## src/rtl/core/iap_pkg.sv

```systemverilog
`timescale 1ns / 1ps
`default_nettype none

package iap_pkg;

    typedef enum logic [1:0] {
        CFG_MIN_PACKET_LENGTH = 2'd0,
        CFG_COMPANY_ID        = 2'd1,
        CFG_BEACON_PREFIX     = 2'd2,
        CFG_NEAR_DISTANCE_Q8  = 2'd3
    } t_cfg_index;

    localparam logic [4:0]  RST_MIN_PACKET_LENGTH = 5'd29;
    localparam logic [15:0] RST_COMPANY_ID        = 16'h004C;
    localparam logic [15:0] RST_BEACON_PREFIX     = 16'h0215;
    localparam logic [15:0] RST_NEAR_DISTANCE_Q8  = 16'd256;

    localparam logic [7:0] TYPE_MANUF    = 8'hFF;
    localparam logic [7:0] MIN_FIELD_LEN = 8'd25;

    // Byte positions inside a manufacturer field, counted from its length byte.
    localparam logic [8:0] REL_TYPE      = 9'd1;
    localparam logic [8:0] REL_COMPANY_L = 9'd2;
    localparam logic [8:0] REL_COMPANY_H = 9'd3;
    localparam logic [8:0] REL_PREFIX_H  = 9'd4;
    localparam logic [8:0] REL_PREFIX_L  = 9'd5;
    localparam logic [8:0] REL_MAJOR_H   = 9'd22;
    localparam logic [8:0] REL_MAJOR_L   = 9'd23;
    localparam logic [8:0] REL_MINOR_H   = 9'd24;
    localparam logic [8:0] REL_MINOR_L   = 9'd25;
    localparam logic [8:0] REL_TX_POWER  = 9'd26;

    localparam int unsigned DIST_ENTRIES = 49;
    localparam logic [15:0] DIST_SATURATED = 16'hFFFF;

    localparam logic [15:0] DIST_Q8 [DIST_ENTRIES] = '{
        16'd256,   16'd287,   16'd322,   16'd362,   16'd406,
        16'd455,   16'd511,   16'd573,   16'd643,   16'd722,
        16'd810,   16'd908,   16'd1019,  16'd1144,  16'd1283,
        16'd1440,  16'd1615,  16'd1812,  16'd2033,  16'd2282,
        16'd2560,  16'd2872,  16'd3223,  16'd3616,  16'd4057,
        16'd4552,  16'd5108,  16'd5731,  16'd6430,  16'd7215,
        16'd8095,  16'd9083,  16'd10192, 16'd11435, 16'd12830,
        16'd14396, 16'd16153, 16'd18123, 16'd20335, 16'd22816,
        16'd25600, 16'd28724, 16'd32228, 16'd36161, 16'd40573,
        16'd45524, 16'd51079, 16'd57311, 16'd64304
    };

    typedef struct packed {
        logic        found;
        logic [15:0] major;
        logic [15:0] minor;
        logic [7:0]  cal_power;
    } t_capture;

endpackage

`default_nettype wire

```

## src/rtl/core/iap_if.sv

```systemverilog
`timescale 1ns / 1ps
`default_nettype none

interface iap_in_if;
    logic       valid;
    logic       ready;
    logic [7:0] adv_byte;
    logic signed [7:0] rssi_dbm;
    logic       last_byte;

    modport source (output valid, output adv_byte, output rssi_dbm, output last_byte,
                    input ready);
    modport sink (input valid, input adv_byte, input rssi_dbm, input last_byte,
                  output ready);
endinterface

interface iap_out_if;
    logic        valid;
    logic        ready;
    logic        beacon_found;
    logic [15:0] major_id;
    logic [15:0] minor_id;
    logic signed [7:0] tx_power_dbm;
    logic signed [7:0] rssi_out;
    logic [7:0]  path_loss_db;
    logic [15:0] distance_q8;
    logic        is_near;

    modport source (output valid, output beacon_found, output major_id, output minor_id,
                    output tx_power_dbm, output rssi_out, output path_loss_db,
                    output distance_q8, output is_near, input ready);
    modport sink (input valid, input beacon_found, input major_id, input minor_id,
                  input tx_power_dbm, input rssi_out, input path_loss_db,
                  input distance_q8, input is_near, output ready);
endinterface

interface iap_cfg_if;
    logic        valid;
    logic        ready;
    logic [1:0]  reg_index;
    logic [15:0] wr_data;

    modport source (output valid, output reg_index, output wr_data, input ready);
    modport sink (input valid, input reg_index, input wr_data, output ready);
endinterface

`default_nettype wire

```

## src/rtl/core/ibeacon_advert_parser_unit.sv

```systemverilog
`timescale 1ns / 1ps
`default_nettype none

// Streaming iBeacon parser: one advertisement byte is taken per clock cycle, with no gaps
// needed between bytes or packets. The byte walker updates its field state in the cycle a
// byte is accepted, and on the last byte it hands a capture record to a second register
// stage that works out path loss, the table distance and the near flag, and the result item
// is then registered in the result register. The input is stalled only when both the capture
// stage and the result register hold items the sink has not taken.

module ibeacon_advert_parser_unit #(
    parameter int MAX_PACKET_BYTES  = 31,
    parameter int DISTANCE_TABLE_DB = 49
) (
    input  wire       i_clk,
    input  wire       i_rst_n,
    iap_in_if.sink    i_adv,
    iap_cfg_if.sink   i_cfg,
    iap_out_if.source o_res
);
    import iap_pkg::*;

    localparam logic [8:0] TABLE_DB = 9'(DISTANCE_TABLE_DB);
    localparam logic [8:0] TABLE_N  = 9'(DIST_ENTRIES);

    logic [4:0]  r_min_packet_length;
    logic [15:0] r_company_id;
    logic [15:0] r_beacon_prefix;
    logic [15:0] r_near_distance_q8;

    logic     in_take;
    logic     s1_ready;
    logic     s2_ready;
    t_capture capture;

    logic       r_s1_valid;
    t_capture   r_s1_cap;
    logic [7:0] r_s1_rssi;

    logic        r_out_valid;
    logic        r_out_found;
    logic [15:0] r_out_major;
    logic [15:0] r_out_minor;
    logic [7:0]  r_out_tx;
    logic [7:0]  r_out_rssi;
    logic [7:0]  r_out_loss;
    logic [15:0] r_out_dist;
    logic        r_out_near;

    logic [8:0]  loss_diff;
    logic [7:0]  n_loss;
    logic [15:0] n_dist;

    assign s2_ready    = !r_out_valid || o_res.ready;
    assign s1_ready    = !r_s1_valid || s2_ready;
    assign i_adv.ready = s1_ready;
    assign in_take     = i_adv.valid && s1_ready;
    assign i_cfg.ready = 1'b1;

    always_ff @(posedge i_clk) begin
        if (!i_rst_n) begin
            r_min_packet_length <= RST_MIN_PACKET_LENGTH;
            r_company_id        <= RST_COMPANY_ID;
            r_beacon_prefix     <= RST_BEACON_PREFIX;
            r_near_distance_q8  <= RST_NEAR_DISTANCE_Q8;
        end else if (i_cfg.valid) begin
            case (t_cfg_index'(i_cfg.reg_index))
                CFG_MIN_PACKET_LENGTH: r_min_packet_length <= i_cfg.wr_data[4:0];
                CFG_COMPANY_ID:        r_company_id        <= i_cfg.wr_data;
                CFG_BEACON_PREFIX:     r_beacon_prefix     <= i_cfg.wr_data;
                CFG_NEAR_DISTANCE_Q8:  r_near_distance_q8  <= i_cfg.wr_data;
                default:               r_near_distance_q8  <= r_near_distance_q8;
            endcase
        end
    end

    iap_field_walker #(
        .MAX_PACKET_BYTES(MAX_PACKET_BYTES)
    ) u_walker (
        .i_clk               (i_clk),
        .i_rst_n             (i_rst_n),
        .i_take              (in_take),
        .i_adv_byte          (i_adv.adv_byte),
        .i_last_byte         (i_adv.last_byte),
        .i_min_packet_length (r_min_packet_length),
        .i_company_id        (r_company_id),
        .i_beacon_prefix     (r_beacon_prefix),
        .o_capture           (capture)
    );

    always_ff @(posedge i_clk) begin
        if (!i_rst_n) begin
            r_s1_valid <= 1'b0;
        end else if (s1_ready) begin
            r_s1_valid <= in_take && i_adv.last_byte;
        end
    end

    always_ff @(posedge i_clk) begin
        if (s1_ready) begin
            r_s1_cap  <= capture;
            r_s1_rssi <= i_adv.rssi_dbm;
        end
    end

    assign loss_diff = {r_s1_cap.cal_power[7], r_s1_cap.cal_power}
                     - {r_s1_rssi[7], r_s1_rssi};

    always_comb begin
        if ($signed(r_s1_rssi) >= $signed(r_s1_cap.cal_power)) begin
            n_loss = 8'd0;
        end else begin
            n_loss = loss_diff[7:0];
        end
        if (({1'b0, n_loss} < TABLE_DB) && ({1'b0, n_loss} < TABLE_N)) begin
            n_dist = DIST_Q8[n_loss[5:0]];
        end else begin
            n_dist = DIST_SATURATED;
        end
    end

    always_ff @(posedge i_clk) begin
        if (!i_rst_n) begin
            r_out_valid <= 1'b0;
        end else if (s2_ready) begin
            r_out_valid <= r_s1_valid;
        end
    end

    always_ff @(posedge i_clk) begin
        if (s2_ready) begin
            r_out_found <= r_s1_cap.found;
            r_out_rssi  <= r_s1_rssi;
            if (r_s1_cap.found) begin
                r_out_major <= r_s1_cap.major;
                r_out_minor <= r_s1_cap.minor;
                r_out_tx    <= r_s1_cap.cal_power;
                r_out_loss  <= n_loss;
                r_out_dist  <= n_dist;
                r_out_near  <= (n_dist < r_near_distance_q8);
            end else begin
                r_out_major <= '0;
                r_out_minor <= '0;
                r_out_tx    <= '0;
                r_out_loss  <= '0;
                r_out_dist  <= '0;
                r_out_near  <= 1'b0;
            end
        end
    end

    assign o_res.valid        = r_out_valid;
    assign o_res.beacon_found = r_out_found;
    assign o_res.major_id     = r_out_major;
    assign o_res.minor_id     = r_out_minor;
    assign o_res.tx_power_dbm = r_out_tx;
    assign o_res.rssi_out     = r_out_rssi;
    assign o_res.path_loss_db = r_out_loss;
    assign o_res.distance_q8  = r_out_dist;
    assign o_res.is_near      = r_out_near;

    a_near_needs_found: assert property (@(posedge i_clk) disable iff (!i_rst_n)
        o_res.valid && o_res.is_near |-> o_res.beacon_found)
        else $error("Near flag raised without a beacon.");

    a_not_found_zero: assert property (@(posedge i_clk) disable iff (!i_rst_n)
        o_res.valid && !o_res.beacon_found |->
            (o_res.distance_q8 == 16'd0) && (o_res.path_loss_db == 8'd0)
            && (o_res.major_id == 16'd0))
        else $error("Result fields not cleared for a packet without a beacon.");

    a_zero_loss_dist: assert property (@(posedge i_clk) disable iff (!i_rst_n)
        o_res.valid && o_res.beacon_found && (o_res.path_loss_db == 8'd0) |->
            (o_res.distance_q8 == DIST_Q8[0]))
        else $error("Zero path loss must map to the one meter distance.");

    a_stall_only_full: assert property (@(posedge i_clk) disable iff (!i_rst_n)
        !i_adv.ready |-> r_s1_valid && r_out_valid && !o_res.ready)
        else $error("Input stalled while a pipeline stage is free.");

    a_s1_held: assert property (@(posedge i_clk) disable iff (!i_rst_n)
        r_s1_valid && !s2_ready |=> r_s1_valid && $stable(r_s1_cap))
        else $error("Capture stage item lost during a stall.");

endmodule

`default_nettype wire

```

## src/rtl/core/iap_field_walker.sv

```systemverilog
`timescale 1ns / 1ps
`default_nettype none

module iap_field_walker #(
    parameter int MAX_PACKET_BYTES = 31
) (
    input  wire               i_clk,
    input  wire               i_rst_n,
    input  wire               i_take,
    input  wire  [7:0]        i_adv_byte,
    input  wire               i_last_byte,
    input  wire  [4:0]        i_min_packet_length,
    input  wire  [15:0]       i_company_id,
    input  wire  [15:0]       i_beacon_prefix,
    output iap_pkg::t_capture o_capture
);
    import iap_pkg::*;

    localparam int OFFW = $clog2(MAX_PACKET_BYTES + 1);
    localparam logic [OFFW-1:0] MAX_OFF = OFFW'(MAX_PACKET_BYTES);

    logic [OFFW-1:0] r_offset, n_offset;
    logic [8:0]      r_next_start, n_next_start;
    logic [7:0]      r_field_len, n_field_len;
    logic            r_matching, n_matching;
    logic            r_found, n_found;
    logic [15:0]     r_major, n_major;
    logic [15:0]     r_minor, n_minor;
    logic [7:0]      r_cal_power, n_cal_power;

    logic [8:0] pos;
    logic [8:0] field_start;
    logic [8:0] rel;
    logic       byte_ok;
    logic       walk;

    assign pos         = {{(9 - OFFW){1'b0}}, r_offset};
    assign field_start = r_next_start - {1'b0, r_field_len} - 9'd1;
    assign rel         = pos - field_start;
    assign walk        = i_take && (r_offset < MAX_OFF);

    always_comb begin
        n_offset     = r_offset;
        n_next_start = r_next_start;
        n_field_len  = r_field_len;
        n_matching   = r_matching;
        n_found      = r_found;
        n_major      = r_major;
        n_minor      = r_minor;
        n_cal_power  = r_cal_power;
        byte_ok      = 1'b1;
        if (walk) begin
            if (r_matching) begin
                case (rel)
                    REL_TYPE:      byte_ok = (i_adv_byte == TYPE_MANUF);
                    REL_COMPANY_L: byte_ok = (i_adv_byte == i_company_id[7:0]);
                    REL_COMPANY_H: byte_ok = (i_adv_byte == i_company_id[15:8]);
                    REL_PREFIX_H:  byte_ok = (i_adv_byte == i_beacon_prefix[15:8]);
                    REL_PREFIX_L:  byte_ok = (i_adv_byte == i_beacon_prefix[7:0]);
                    REL_MAJOR_H:   n_major = {i_adv_byte, 8'd0};
                    REL_MAJOR_L:   n_major = {r_major[15:8], i_adv_byte};
                    REL_MINOR_H:   n_minor = {i_adv_byte, 8'd0};
                    REL_MINOR_L:   n_minor = {r_minor[15:8], i_adv_byte};
                    REL_TX_POWER: begin
                        n_cal_power = i_adv_byte;
                        n_found     = 1'b1;
                        byte_ok     = 1'b0;
                    end
                    default:       byte_ok = 1'b1;
                endcase
                if (!byte_ok) begin
                    n_matching = 1'b0;
                end
            end
            if (!n_found && !n_matching && (pos == r_next_start)) begin
                n_field_len  = i_adv_byte;
                n_next_start = pos + {1'b0, i_adv_byte} + 9'd1;
                n_matching   = (i_adv_byte >= MIN_FIELD_LEN);
            end
            n_offset = r_offset + OFFW'(1);
        end
    end

    always_comb begin
        o_capture.found     = n_found &&
                              ({{(9 - OFFW){1'b0}}, n_offset} >= {4'd0, i_min_packet_length});
        o_capture.major     = n_major;
        o_capture.minor     = n_minor;
        o_capture.cal_power = n_cal_power;
    end

    always_ff @(posedge i_clk) begin
        if (!i_rst_n) begin
            r_offset     <= '0;
            r_next_start <= '0;
            r_field_len  <= '0;
            r_matching   <= 1'b0;
            r_found      <= 1'b0;
            r_major      <= '0;
            r_minor      <= '0;
            r_cal_power  <= '0;
        end else if (i_take && i_last_byte) begin
            r_offset     <= '0;
            r_next_start <= '0;
            r_field_len  <= '0;
            r_matching   <= 1'b0;
            r_found      <= 1'b0;
            r_major      <= '0;
            r_minor      <= '0;
            r_cal_power  <= '0;
        end else begin
            r_offset     <= n_offset;
            r_next_start <= n_next_start;
            r_field_len  <= n_field_len;
            r_matching   <= n_matching;
            r_found      <= n_found;
            r_major      <= n_major;
            r_minor      <= n_minor;
            r_cal_power  <= n_cal_power;
        end
    end

endmodule

`default_nettype wire
```

## src/flat_wrapper.sv

```systemverilog
// flat-port wrapper written by rule: the top's interface ports become plain ports
module ibeacon_advert_parser_unit_flat import iap_pkg::*;
#(
    parameter int MAX_PACKET_BYTES  = 31,
    parameter int DISTANCE_TABLE_DB = 49
)
  (i_clk, i_rst_n, i_adv_valid, i_adv_adv_byte, i_adv_rssi_dbm, i_adv_last_byte, i_adv_ready, i_cfg_valid, i_cfg_reg_index, i_cfg_wr_data, i_cfg_ready, o_res_valid, o_res_beacon_found, o_res_major_id, o_res_minor_id, o_res_tx_power_dbm, o_res_rssi_out, o_res_path_loss_db, o_res_distance_q8, o_res_is_near, o_res_ready);
  iap_in_if i_adv_i ();
  iap_cfg_if i_cfg_i ();
  iap_out_if o_res_i ();
  input  wire i_clk;
  input  wire i_rst_n;
  input wire logic [$bits(i_adv_i.valid)-1:0] i_adv_valid;
  input wire logic [$bits(i_adv_i.adv_byte)-1:0] i_adv_adv_byte;
  input wire logic [$bits(i_adv_i.rssi_dbm)-1:0] i_adv_rssi_dbm;
  input wire logic [$bits(i_adv_i.last_byte)-1:0] i_adv_last_byte;
  output wire logic [$bits(i_adv_i.ready)-1:0] i_adv_ready;
  input wire logic [$bits(i_cfg_i.valid)-1:0] i_cfg_valid;
  input wire logic [$bits(i_cfg_i.reg_index)-1:0] i_cfg_reg_index;
  input wire logic [$bits(i_cfg_i.wr_data)-1:0] i_cfg_wr_data;
  output wire logic [$bits(i_cfg_i.ready)-1:0] i_cfg_ready;
  output wire logic [$bits(o_res_i.valid)-1:0] o_res_valid;
  output wire logic [$bits(o_res_i.beacon_found)-1:0] o_res_beacon_found;
  output wire logic [$bits(o_res_i.major_id)-1:0] o_res_major_id;
  output wire logic [$bits(o_res_i.minor_id)-1:0] o_res_minor_id;
  output wire logic [$bits(o_res_i.tx_power_dbm)-1:0] o_res_tx_power_dbm;
  output wire logic [$bits(o_res_i.rssi_out)-1:0] o_res_rssi_out;
  output wire logic [$bits(o_res_i.path_loss_db)-1:0] o_res_path_loss_db;
  output wire logic [$bits(o_res_i.distance_q8)-1:0] o_res_distance_q8;
  output wire logic [$bits(o_res_i.is_near)-1:0] o_res_is_near;
  input wire logic [$bits(o_res_i.ready)-1:0] o_res_ready;
  assign i_adv_i.valid = i_adv_valid;
  assign i_adv_i.adv_byte = i_adv_adv_byte;
  assign i_adv_i.rssi_dbm = i_adv_rssi_dbm;
  assign i_adv_i.last_byte = i_adv_last_byte;
  assign i_adv_ready = i_adv_i.ready;
  assign i_cfg_i.valid = i_cfg_valid;
  assign i_cfg_i.reg_index = i_cfg_reg_index;
  assign i_cfg_i.wr_data = i_cfg_wr_data;
  assign i_cfg_ready = i_cfg_i.ready;
  assign o_res_valid = o_res_i.valid;
  assign o_res_beacon_found = o_res_i.beacon_found;
  assign o_res_major_id = o_res_i.major_id;
  assign o_res_minor_id = o_res_i.minor_id;
  assign o_res_tx_power_dbm = o_res_i.tx_power_dbm;
  assign o_res_rssi_out = o_res_i.rssi_out;
  assign o_res_path_loss_db = o_res_i.path_loss_db;
  assign o_res_distance_q8 = o_res_i.distance_q8;
  assign o_res_is_near = o_res_i.is_near;
  assign o_res_i.ready = o_res_ready;
  ibeacon_advert_parser_unit #(.MAX_PACKET_BYTES(MAX_PACKET_BYTES), .DISTANCE_TABLE_DB(DISTANCE_TABLE_DB)) u_core (.i_clk(i_clk), .i_rst_n(i_rst_n), .i_adv(i_adv_i), .i_cfg(i_cfg_i), .o_res(o_res_i));
endmodule
```

## config.mk

```make
export PLATFORM = sky130hd
export DESIGN_NAME = ibeacon_advert_parser_unit_flat
export DESIGN_NICKNAME = d
export VERILOG_FILES = /design/src/rtl/core/iap_pkg.sv /design/src/rtl/core/iap_if.sv /design/src/rtl/core/ibeacon_advert_parser_unit.sv /design/src/rtl/core/iap_field_walker.sv /design/src/flat_wrapper.sv
export SDC_FILE = /design/constraint.sdc
export NUM_CORES = 1
export LEC_CHECK = 0
export ABC_AREA = 1
export BUFFER_PORTS_ARGS = -buffer_cell sky130_fd_sc_hd__buf_2
export CAP_MARGIN = 15
export CORE_UTILIZATION = 50
export DETAILED_ROUTE_END_ITERATION = 12
export MAX_ROUTING_LAYER = met4
export PLACE_DENSITY = 0.8
export RECOVER_POWER = 100
export SETUP_SLACK_MARGIN = 0.5
export SYNTH_ARGS = -nofsm -noshare
export SYNTH_HDL_FRONTEND = slang
export SYNTH_HIERARCHICAL = 1
export SYNTH_SLANG_ARGS = --single-unit
```

## constraint.sdc

```tcl
create_clock -name i_clk -period 3.8 [get_ports i_clk]
set_clock_uncertainty 0.05 [all_clocks]
set_input_delay 0 -clock i_clk [delete_from_list [all_inputs] [get_ports i_clk]]
set_output_delay 0 -clock i_clk [all_outputs]
set_load 0.1 [all_outputs]
```

==> results of run 1 <==
## critical path, stage by stage, from the launching register on
cell	delay [ns]
edfxtp_1	0.39
ha_2	0.20
fa_2	0.34
inv_1	0.06
nand2_1	0.04
nand2_1	0.08
nand3_2	0.10
nand3_4	0.13
nand2_4	0.08
nor2_8	0.15
nand2_8	0.11
ha_4	0.32
nor2_2	0.04
buf_4	0.15
buf_4	0.14
o32ai_2	0.26
nand2_1	0.11
nand3_1	0.10
ha_1	0.26
nand4_1	0.15
a21oi_1	0.08
a2111oi_2	0.27
nand2_1	0.08
a21oi_1	0.18
## per-stage QoR
| stage | utilization | TNS [ns] |
|---|---|---|
| after floorplan | - | 0 |
| after global placement | 0.6003 | -0.5971 |
| after detailed placement | 0.6003 | -2.679 |
| after CTS | 0.6795 | -0.6763 |
| after global routing | 0.6794 | -19.79 |
| final | 0.6794 | -4.739 |
## flip-flops by register name, indices dropped and copies added, names as in the netlist, 5 cells and up
signal,cells
u_core/u_walker/r_minor,16
u_core/o_res.major_id,16
u_core/o_res.rssi_out,8
u_core/o_res.tx_power_dbm,8
u_core/u_walker/r_major,16
u_core/r_near_distance_q8,16
u_core/r_company_id,16
u_core/r_min_packet_length,5
u_core/o_res.path_loss_db,8
u_core/o_res.distance_q8,16
u_core/r_s1_rssi,8
u_core/u_walker/r_offset,5
u_core/r_s1_cap,41
u_core/u_walker/r_next_start,9
u_core/o_res.minor_id,16
u_core/u_walker/r_cal_power,8
u_core/u_walker/r_field_len,8
u_core/r_beacon_prefix,16
## cells in the mapped netlist (3+ instances only)
library cell | instances | share of area
o21ai_0 | 73 | 0.029
inv_1 | 214 | 0.064
nand2_1 | 339 | 0.10
nor2_4 | 7 | 0.0063
nand3_1 | 103 | 0.041
nand4_1 | 9 | 0.0045
a21oi_2 | 3 | 0.0021
o21ai_1 | 7 | 0.0028
nor3_1 | 9 | 0.0036
a211oi_1 | 5 | 0.0030
dfxtp_1 | 119 | 0.19
o21ai_2 | 3 | 0.0021
buf_4 | 4 | 0.0024
ha_1 | 62 | 0.062
buf_8 | 3 | 0.0036
nand2_4 | 3 | 0.0027
o22ai_1 | 4 | 0.0020
nand3_2 | 3 | 0.0024
o21bai_1 | 4 | 0.0024
o311ai_1 | 4 | 0.0028
a31oi_1 | 14 | 0.0070
nor2_2 | 9 | 0.0045
nand2_2 | 13 | 0.0065
or2_2 | 4 | 0.0020
nand3b_1 | 3 | 0.0018
fa_1 | 7 | 0.011
a21oi_1 | 81 | 0.032
inv_2 | 8 | 0.0024
nor2_1 | 181 | 0.054
xnor2_1 | 4 | 0.0028
xor2_1 | 11 | 0.0077
edfxtp_1 | 123 | 0.30
buf_2 | 9 | 0.0036
and2_1 | 3 | 0.0015
o211ai_1 | 4 | 0.0024
clkbuf_1 | 30 | 0.0090
a22oi_1 | 6 | 0.0036
## cell usage in the layout, fill, tap and decap left out, drive strengths merged, types with 2 or more instances in the layout
| cell | count |
|---|---|
| o21ai | 83 |
| dfxtp | 119 |
| a22oi | 6 |
| or2 | 6 |
| o31ai | 2 |
| nand4 | 10 |
| edfxtp | 123 |
| nor2 | 199 |
| nand3 | 107 |
| a21oi | 84 |
| nor4 | 2 |
| clkbuf | 131 |
| o311ai | 5 |
| nand3b | 3 |
| xor2 | 11 |
| bufinv | 2 |
| xnor2 | 4 |
| ha | 62 |
| nor3 | 10 |
| o21bai | 4 |
| and2 | 3 |
| inv | 222 |
| clkinv | 9 |
| o22ai | 4 |
| o211ai | 4 |
| a31oi | 14 |
| buf | 197 |
| nand2 | 356 |
| dlygate4sd3 | 51 |
| a211oi | 5 |
| fa | 7 |
## routing by layer
metal,GRT usage,part of all wire,vias up
met5,-,0,-
met2,0.4802,0.47,522
met3,0.04571,0.070,129
met4,0.1108,0.041,0
met1,0.3783,0.42,5574
li1,-,-,5593
## repair_timing
| item | 4_1_cts | 5_1_grt |
|---|---|---|
| endpoints found under the setup margin | 102 | 111 |
| pin swaps | 48 | 41 |
| hold buffers | 51 | 0 |
| hold endpoints to repair | 102 | 0 |
| cloned | 2 | 0 |
| gates resized for setup | 128 | 39 |
| buffers inserted | 14 | 6 |
## cell families after synthesis
group,count (synthesis)
xor gates and xnor gates,15
adders and majority gates,69
other,1
DFF,242
AOI/OAI and AO/OA,223
buffers and inverters,270
and+or+nand+nor,695
## power by group
group | internal, mW | switching [mW] | total (mW)
clock network | 1.54 | 1.06 | 2.60
logic | 1.43 | 2.34 | 3.77
registers | 2.84 | 0.0650 | 2.91
total | 5.82 | 3.47 | 9.28
## path summary, 6_finish.rpt
kind              slack, ns                     startpoint  depth (start not counted)                       endpoint
setup reg to reg      -0.22            u_core/r_s1_rssi[0]                         23           u_core/o_res.is_near
setup / recovery      -0.22            u_core/r_s1_rssi[0]                         23           u_core/o_res.is_near
hold reg to reg        0.41  u_core/r_min_packet_length[2]                          2  u_core/r_min_packet_length[2]
hold / removal         0.13              i_adv_rssi_dbm[7]                          2            u_core/r_s1_rssi[7]
## final cells by class
cell class,instances,area [µm²]
fillers,1945,7820
flip-flops and latches,242,6077
multi-input cells,1005,5984
repair buffers,342,2360
inverters,223,855.8
clock buffers,37,764.5
well taps,324,405.4
clock inverters,11,123.9
==> metrics.yaml, run 1 <==
die_h_um: 160.0
fin_hold_ws_ns: 0.1280
cap_violations: 3
area_delta_synth_final_pct: 32.72
numClockSinks: 242
yosys.area_share.simple: 0.2408
min_period_ns: 4.018
die_w_um: 160.0
yosysWarnings: 6
timing_max_transition_violations_final: 165
synth_xor_area_frac: 0.01052
ys_seq_elements: 242
layout.nets: 1949
coreArea_mm2: 0.02439
vias_per_cell: 5.411
synth_compound_area_frac: 0.1024
synth_edf_count: 123
async_flop_share: 0
hp-class: "primary input to flip-flop"
cts-buffers-inserted: 26
track_usage: 0.2977
antenna_found_initial: 0
max_freq_mhz: 248.9
stdcell_count: 2184
row_count: 57
diodes: 0
dpl.hpwl_um: 25190
grt_overflow: 0
violations: "capacitance limit, slew limit, setup timing"
setup_viol: 55
synth_fp_nets: 1624
place.gp.congestion: 1.016
worstMarginPinSlew_ns: 2.838
drc_errors: 0
fin_ws_ns: -0.2183
rsz0062_at_grt: "yes"
min_period_over_period: 1.057
dp.cells: 2063
syn-cell-area_mm2: 0.01249
path_max_fanout: 7
end_kind: "flip-flop"
postRouteAntennaNets: 0
synthFlopType: "edfxtp_1"
hold_violations: 0
synth_top_family_by_area: "simple AND/OR/NAND/NOR gates"
clk_pin_slew_ns: 0.06
status: "finished with violations"
drt_pass1_iterations: 5
yosysSeqAreaShare: 0.4866
wirelength_um: 37470
dpl_worst_slack_ns: -0.2233
drt_iter0_drc: 1110
fin_area_mm2: 0.01657
grt_pass1_wl_um: 58760
ir_drop_uv: 1035
pin_count: 117
start_util: 0.5119
vias: 11820
p_total_mw: 9.283
syn-instance-count: 1515
p_leak_nw: 7.903
criticalPathCategory: "flip-flop to flip-flop"
grt_pass1_vias: 11260
htreeDepth: 1
maxSlewHeadroom: -0.8921
avgSynthCellArea_um2: 8.241
drive_gt1_frac: 0.2301
worstPathArrival_ns: 4.35
clock_path_buffers: 3
cp-start-kind: "flip-flop"
synth_fa_ha_area_frac: 0.07335
wl_per_cell_um: 17.16
muxShareOfSynthArea: 0
power_density_mw_per_mm2: 560.2
placed_area_mm2: 0.01464
clk_latency_ns: 0.54
io_buffers: 115
die-area_mm2: 0.02561
synthDistinctLibCells: 61
clockRootBuffer: "clkbuf_16"
crit_required_ns: 4.13
cts_tree: "done"
grt_max_degree: 67
Note: power is estimated with default switching activity, not from simulation.
==> inputs of run 2 (changes only) <==
--- a/config.mk
+++ b/config.mk
@@ -7,13 +7,14 @@
 export LEC_CHECK = 0
 export ABC_AREA = 1
 export BUFFER_PORTS_ARGS = -buffer_cell sky130_fd_sc_hd__buf_2
-export CAP_MARGIN = 15
 export CORE_UTILIZATION = 50
+export CTS_CLUSTER_SIZE = 16
 export DETAILED_ROUTE_END_ITERATION = 12
 export MAX_ROUTING_LAYER = met4
 export PLACE_DENSITY = 0.8
 export RECOVER_POWER = 100
 export SETUP_SLACK_MARGIN = 0.5
+export SKIP_LAST_GASP = 1
 export SYNTH_ARGS = -nofsm -noshare
 export SYNTH_HDL_FRONTEND = slang
 export SYNTH_HIERARCHICAL = 1
==> metrics.yaml, run 2 (synthesis results as in run 1) <==
status: "finished with violations"
violations: "capacitance limit, slew limit, setup timing"
pwr-share-clk: 0.266
hold_start: "i_adv_rssi_dbm[6]"
crit_top_cell: "nand2_1"
largest_register: "u_core/r_s1_cap"
die_w_um: 160.0
criticalPathCategory: "flip-flop to flip-flop"
drc_errors: 0
crit_family: "simple AND/OR/NAND/NOR gates"
dpl.hpwl_um: 25190
reg2reg_depth: 26
min_period_ns: 4.070
die_h_um: 160.0
row_count: 57
clock_path_buffers: 3
cp-start-kind: "flip-flop"
htreeDepth: 1
final_cell_mix: "nand2_1, inv_1, nor2_1"
clk_pin_slew_ns: 0.06
crit_required_ns: 4.03
io_buffers: 115
drive_gt1_frac: 0.2080
setup_viol: 38
die-area_mm2: 0.02561
largest_reg_flops: 41
drt_pass1_iterations: 7
grt_overflow: 0
p_leak_nw: 7.828
max_freq_mhz: 245.7
worstPathArrival_ns: 4.30
stdcell_count: 2180
max_stage_delay_ns: 0.39
hold_depth: 2
switching_share: 0.3751
antenna_found_initial: 0
crit_cells: 26
drt_iter0_drc: 1155
grt_max_degree: 67
dp.cells: 2063
area_delta_synth_final_pct: 30.42
path_max_fanout: 7
reg2reg_from: "u_core/r_s1_rssi[0]"
track_usage: 0.2921
ir_drop_uv: 1043
layout_commonest_cell: "nand2_1"
dpl_worst_slack_ns: -0.2233
hold_violations: 0
maxSlewHeadroom: -0.9219
coreArea_mm2: 0.02439
p_int_mw: 5.642
end_kind: "flip-flop"
wl_per_cell_um: 16.70
clockRootBuffer: "clkbuf_16"
place.gp.congestion: 1.016
combPwrFrac: 0.412
min_period_over_period: 1.071
numClockSinks: 242
grt_pass1_wl_um: 57690
reg2reg_to: "u_core/o_res.is_near"
critical_path_buf_inv_count: 3
clk_latency_ns: 0.53
grt_pass1_vias: 11110
rsz0062_at_grt: "yes"
cap_violations: 3
start_util: 0.5119
diodes: 0
postRouteAntennaNets: 0
final_util: 0.6676
vias_per_cell: 5.311
timing_max_transition_violations_final: 165
vias: 11580
power_switching_mw: 3.388
fin_ws_ns: -0.2697
hp-class: "primary input to flip-flop"
worstMarginPinSlew_ns: 2.883
min_to: "u_core/r_s1_rssi[6]"
wirelength_um: 36410
layout.nets: 1946
cts-buffers-inserted: 26
pin_count: 117
power.share.sequential: 0.322
regToRegSetupSlack_ns: -0.27
critPathSlowestCell: "edfxtp_1"
cts_tree: "done"
power_density_mw_per_mm2: 554.5
[run 2: area by class of cell]
type                    count  area, µm²
fillers                  2003       8107
flip-flops and latches    242       6077
multi-input cells        1005       5816
repair buffers            339       2328
inverters                 223      850.8
clock buffers              36      709.4
well taps                 324      405.4
clock inverters            11      97.59
[run 2: per-layer routing]
layer	global-route usage	wire length (µm)	up-vias
li1	-	-	5593
met1	0.3813	15840	5405
met2	0.4676	16920	481
met3	0.03922	2352	100
met4	0.1000	1288	0
met5	-	0	-
[run 2: per-stage QoR]
step | instance area (µm²) | hold WS [ns] | TNS, ns | power (mW)
after floorplan | 12680 | 0.04887 | 0 | 5.134
after global placement | 14640 | 0.1421 | -0.5971 | 6.045
after detailed placement | 14640 | 0.1294 | -2.679 | 6.114
after CTS | 16380 | 0.1176 | -0.6991 | 8.907
after global routing | 16280 | 0.1277 | -19.01 | 9.461
final | 16280 | 0.1321 | -4.371 | 9.030
[run 2: repair_timing]
action	in CTS	in global routing
gates resized for setup	88	22
setup buffers	14	2
pin swaps	22	6
hold buffers	52	0
hold endpoints to repair	98	0
gates cloned	2	0
endpoints found under the setup margin	102	111
[run 2: worst max path at each step]
stage | start | to
6_report | u_core/r_s1_rssi[0] | u_core/o_res.is_near
5_1_grt | u_core/u_walker/r_next_start[0] | u_core/u_walker/r_next_start[0]
4_1_cts | u_core/r_s1_rssi[0] | u_core/o_res.is_near
3_5_place_dp | u_core/r_s1_rssi[0] | u_core/o_res.is_near
3_3_place_gp | u_core/r_s1_rssi[0] | u_core/o_res.is_near
2_1_floorplan | u_core/r_s1_rssi[0] | u_core/o_res.is_near
[run 2: worst register-to-register path: stages (launching register included)]
cell and delay, ns:
edfxtp_1 0.39, ha_2 0.20, fa_2 0.34, inv_1 0.06, nand2_1 0.04, nand2_1 0.08, nand3_2 0.10, nand2_1 0.10
nand2_2 0.08, inv_2 0.10, nor2_8 0.06, nand2_8 0.12, inv_8 0.05, ha_1 0.22, nand3_1 0.30, a21oi_1 0.14
or3_1 0.33, o311ai_1 0.13, nand3_1 0.21, ha_1 0.32, nand2_1 0.05, nand2_1 0.05, nand2_1 0.04, nand2_1 0.08
nand2_1 0.06, nand2_1 0.06, a21oi_1 0.05
[run 2: power groups by stage]
stage	clock network [mW]	logic (mW)	registers, mW
6_report	2.40	3.72	2.91
5_1_grt	2.54	4.00	2.92
4_1_cts	2.44	3.56	2.90
3_5_place_dp	0	3.16	2.96
3_3_place_gp	0	3.09	2.95
2_1_floorplan	0	2.02	3.11
==> inputs of run 3 (changes only) <==
--- a/config.mk
+++ b/config.mk
@@ -5,7 +5,6 @@
 export SDC_FILE = /design/constraint.sdc
 export NUM_CORES = 1
 export LEC_CHECK = 0
-export ABC_AREA = 1
 export BUFFER_PORTS_ARGS = -buffer_cell sky130_fd_sc_hd__buf_2
 export CORE_UTILIZATION = 50
 export CTS_CLUSTER_SIZE = 16
==> metrics.yaml, run 3 <==
crit_top_cell: "ha_4"
grt_pass1_vias: 10650
min_period_over_period: 1.149
die_w_um: 161.7
postRouteAntennaNets: 0
criticalPathCategory: "flip-flop to flip-flop"
switching_share: 0.3351
cap_violations: 0
seq_area_mm2: 0.006080
hp-class: "primary input to flip-flop"
status: "finished with violations"
htreeDepth: 1
maxSlewHeadroom: 0.02920
synth_fp_nets: 1371
grt_max_degree: 72
reg2reg_to: "u_core/o_res.is_near"
layout_commonest_cell: "nand2_1"
track_usage: 0.2905
wirelength_um: 37680
wl_per_cell_um: 19.63
hold_depth: 4
crit_required_ns: 4.03
end_kind: "flip-flop"
worstPathArrival_ns: 4.60
power_density_mw_per_mm2: 492.7
ys_seq_elements: 242
drive_gt1_frac: 0.3071
diodes: 0
start_util: 0.5078
vias: 10850
cp-start-kind: "flip-flop"
layout.nets: 1678
synthFlopType: "edfxtp_1"
fillers: 1873
numClockSinks: 242
p_int_mw: 5.666
worstMarginPinSlew_ns: 1.456
cts_tree: "done"
io_buffers: 115
hold_start: "i_cfg_valid"
fin_ws_ns: -0.5667
largest_register: "u_core/r_s1_cap"
pin_count: 117
grt_pass1_wl_um: 57930
path_max_fanout: 11
drt_pass1_iterations: 5
violations: "setup timing"
async_flop_share: 0
crit_family: "compound AO/OA/AOI/OAI gates"
timing_max_transition_violations_final: 0
largest_reg_flops: 41
power.share.sequential: 0.336
synth.most_common_cell: "nand2_1"
power_switching_mw: 2.856
yosysWarnings: 6
clockRootBuffer: "clkbuf_16"
synth_area_leader_cell: "edfxtp_1"
min_period_ns: 4.367
place.gp.congestion: 0.9289
stdcell_count: 1919
p_leak_nw: 7.128
drc_errors: 0
regToRegSetupSlack_ns: -0.57
reg2reg_from: "u_core/r_s1_cap[5]"
antenna_found_initial: 0
syn-cell-area_mm2: 0.01275
die-area_mm2: 0.02615
combPwrFrac: 0.360
dp.cells: 1796
synthDistinctLibCells: 92
min_to: "u_core/r_min_packet_length[3]"
cts-buffers-inserted: 26
synth_edf_count: 123
die_h_um: 161.7
coreArea_mm2: 0.02511
rsz0062_at_grt: "yes"
p_total_mw: 8.522
area_delta_synth_final_pct: 35.64
pwr-share-clk: 0.304
max_stage_delay_ns: 0.45
grt_overflow: 0
critical_path_buf_inv_count: 3
synth.area.top_cells: "edfxtp_1, dfxtp_1, ha_1, nand2_1, and2_1"
avgSynthCellArea_um2: 10.10
row_count: 58
max_freq_mhz: 229.0
synth_common_cells: "nand2_1, edfxtp_1, dfxtp_1"
clock_path_buffers: 3
dpl.hpwl_um: 24320
final_cell_mix: "nand2_1, buf_4, edfxtp_1"
clk_pin_slew_ns: 0.06
setup_viol: 100
reg2reg_depth: 20
ir_drop_uv: 348.1
multiInputGateArea_mm2: 0.007094
syn-instance-count: 1262
drt_iter0_drc: 896
crit_chain: "ha_4 -> a21o_1 -> a2111o_1 -> o21a_1 -> nand2b_4 -> buf_4 -> ha_4 -> a31oi_4 -> a21oi_1 -> o21a_2 -> buf_4 -> buf_6 -> nand2_1 -> ha_4 -> o2111ai_1 -> a211o_1 -> a31oi_1 -> nor3_2 -> o31ai_1 -> o21ai_1"
critPathSlowestCell: "edfxtp_1"
yosysTopAreaCellShare: 0.2897
hold_violations: 0
yosysSeqAreaShare: 0.4765
vias_per_cell: 5.652
clk_latency_ns: 0.55
[run 3: logic make-up after synthesis]
| logic type | share of synthesized area |
|---|---|
| AND/OR/NAND/NOR | 0.1802 |
| other | 0.0002941 |
| flip-flops | 0.4765 |
| adder cells (fa/ha/maj) | 0.07183 |
| XOR/XNOR | 0.01894 |
| buffers and inverters | 0.04632 |
| AO/OA/AOI/OAI | 0.1388 |
| multiplexers | 0.06722 |
[run 3: worst max path at each step]
| stage | slack (ns) | cells past startpoint | end | from |
|---|---|---|---|---|
| floorplan | -0.48 | 22 | u_core/o_res.is_near | u_core/r_s1_cap[5] |
| global placement | -0.60 | 23 | u_core/o_res.is_near | u_core/r_s1_cap[0] |
| detailed placement | -0.79 | 21 | u_core/o_res.is_near | u_core/r_s1_rssi[0] |
| CTS | -0.50 | 21 | u_core/o_res.is_near | u_core/r_s1_rssi[0] |
| global route | -0.73 | 20 | u_core/o_res.is_near | u_core/r_s1_rssi[0] |
| finish | -0.57 | 20 | u_core/o_res.is_near | u_core/r_s1_cap[5] |
[run 3: through the flow]
stage	hold slack (ns)	TNS [ns]	setup WS (ns)	area, µm²	utilization
after CTS	0.03628	-19.18	-0.4973	16920	0.6740
after detailed placement	0.1298	-38.69	-0.7936	14880	0.5924
after floorplan	0.04887	-20.12	-0.4780	12940	-
after global placement	0.1310	-31.66	-0.5952	14880	0.5924
after global routing	0.05656	-43.16	-0.7286	17300	0.6888
final	0.05848	-30.22	-0.5667	17300	0.6888
[run 3: routing by layer]
layer  global-route usage  vias to the layer above  wire length [µm]
li1                     -                     5084                 -
met4              0.08877                        0              1025
met2               0.4812                      411             18510
met5                    -                        -                 0
met1               0.3745                     5277             15960
met3              0.03320                       75              2183
[run 3: layout make-up]
class | instances | area share
repair buffers | 353 | 0.1479
clock inverters | 11 | 0.005787
clock buffers | 37 | 0.04587
flip-flops and latches | 242 | 0.3515
well taps | 330 | 0.02387
multi-input cells | 879 | 0.4102
inverters | 67 | 0.01483
[run 3: repair_timing]
item / in CTS / in global routing
gates cloned: 1 / 0
gates resized for setup: 141 / 94
endpoints found under the hold margin: 90 / 0
setup buffers: 24 / 10
pin swaps: 61 / 53
endpoints found under the setup margin: 117 / 117
hold buffers: 40 / 0
[run 3: power by group through the flow]
| stage | Clock (mW) | Sequential [mW] | Combinational, mW |
|---|---|---|---|
| floorplan | 0 | 3.07 | 1.56 |
| global placement | 0 | 2.91 | 2.54 |
| detailed placement | 0 | 2.92 | 2.58 |
| CTS | 2.62 | 2.86 | 2.88 |
| global route | 2.74 | 2.87 | 3.27 |
| finish | 2.59 | 2.86 | 3.07 |
[run 3: worst min-delay path, delay by kind of cell]
family        cells  cell delay, ns
buf+inv           1            0.13
mux               1            0.16
simple gates      2            0.32
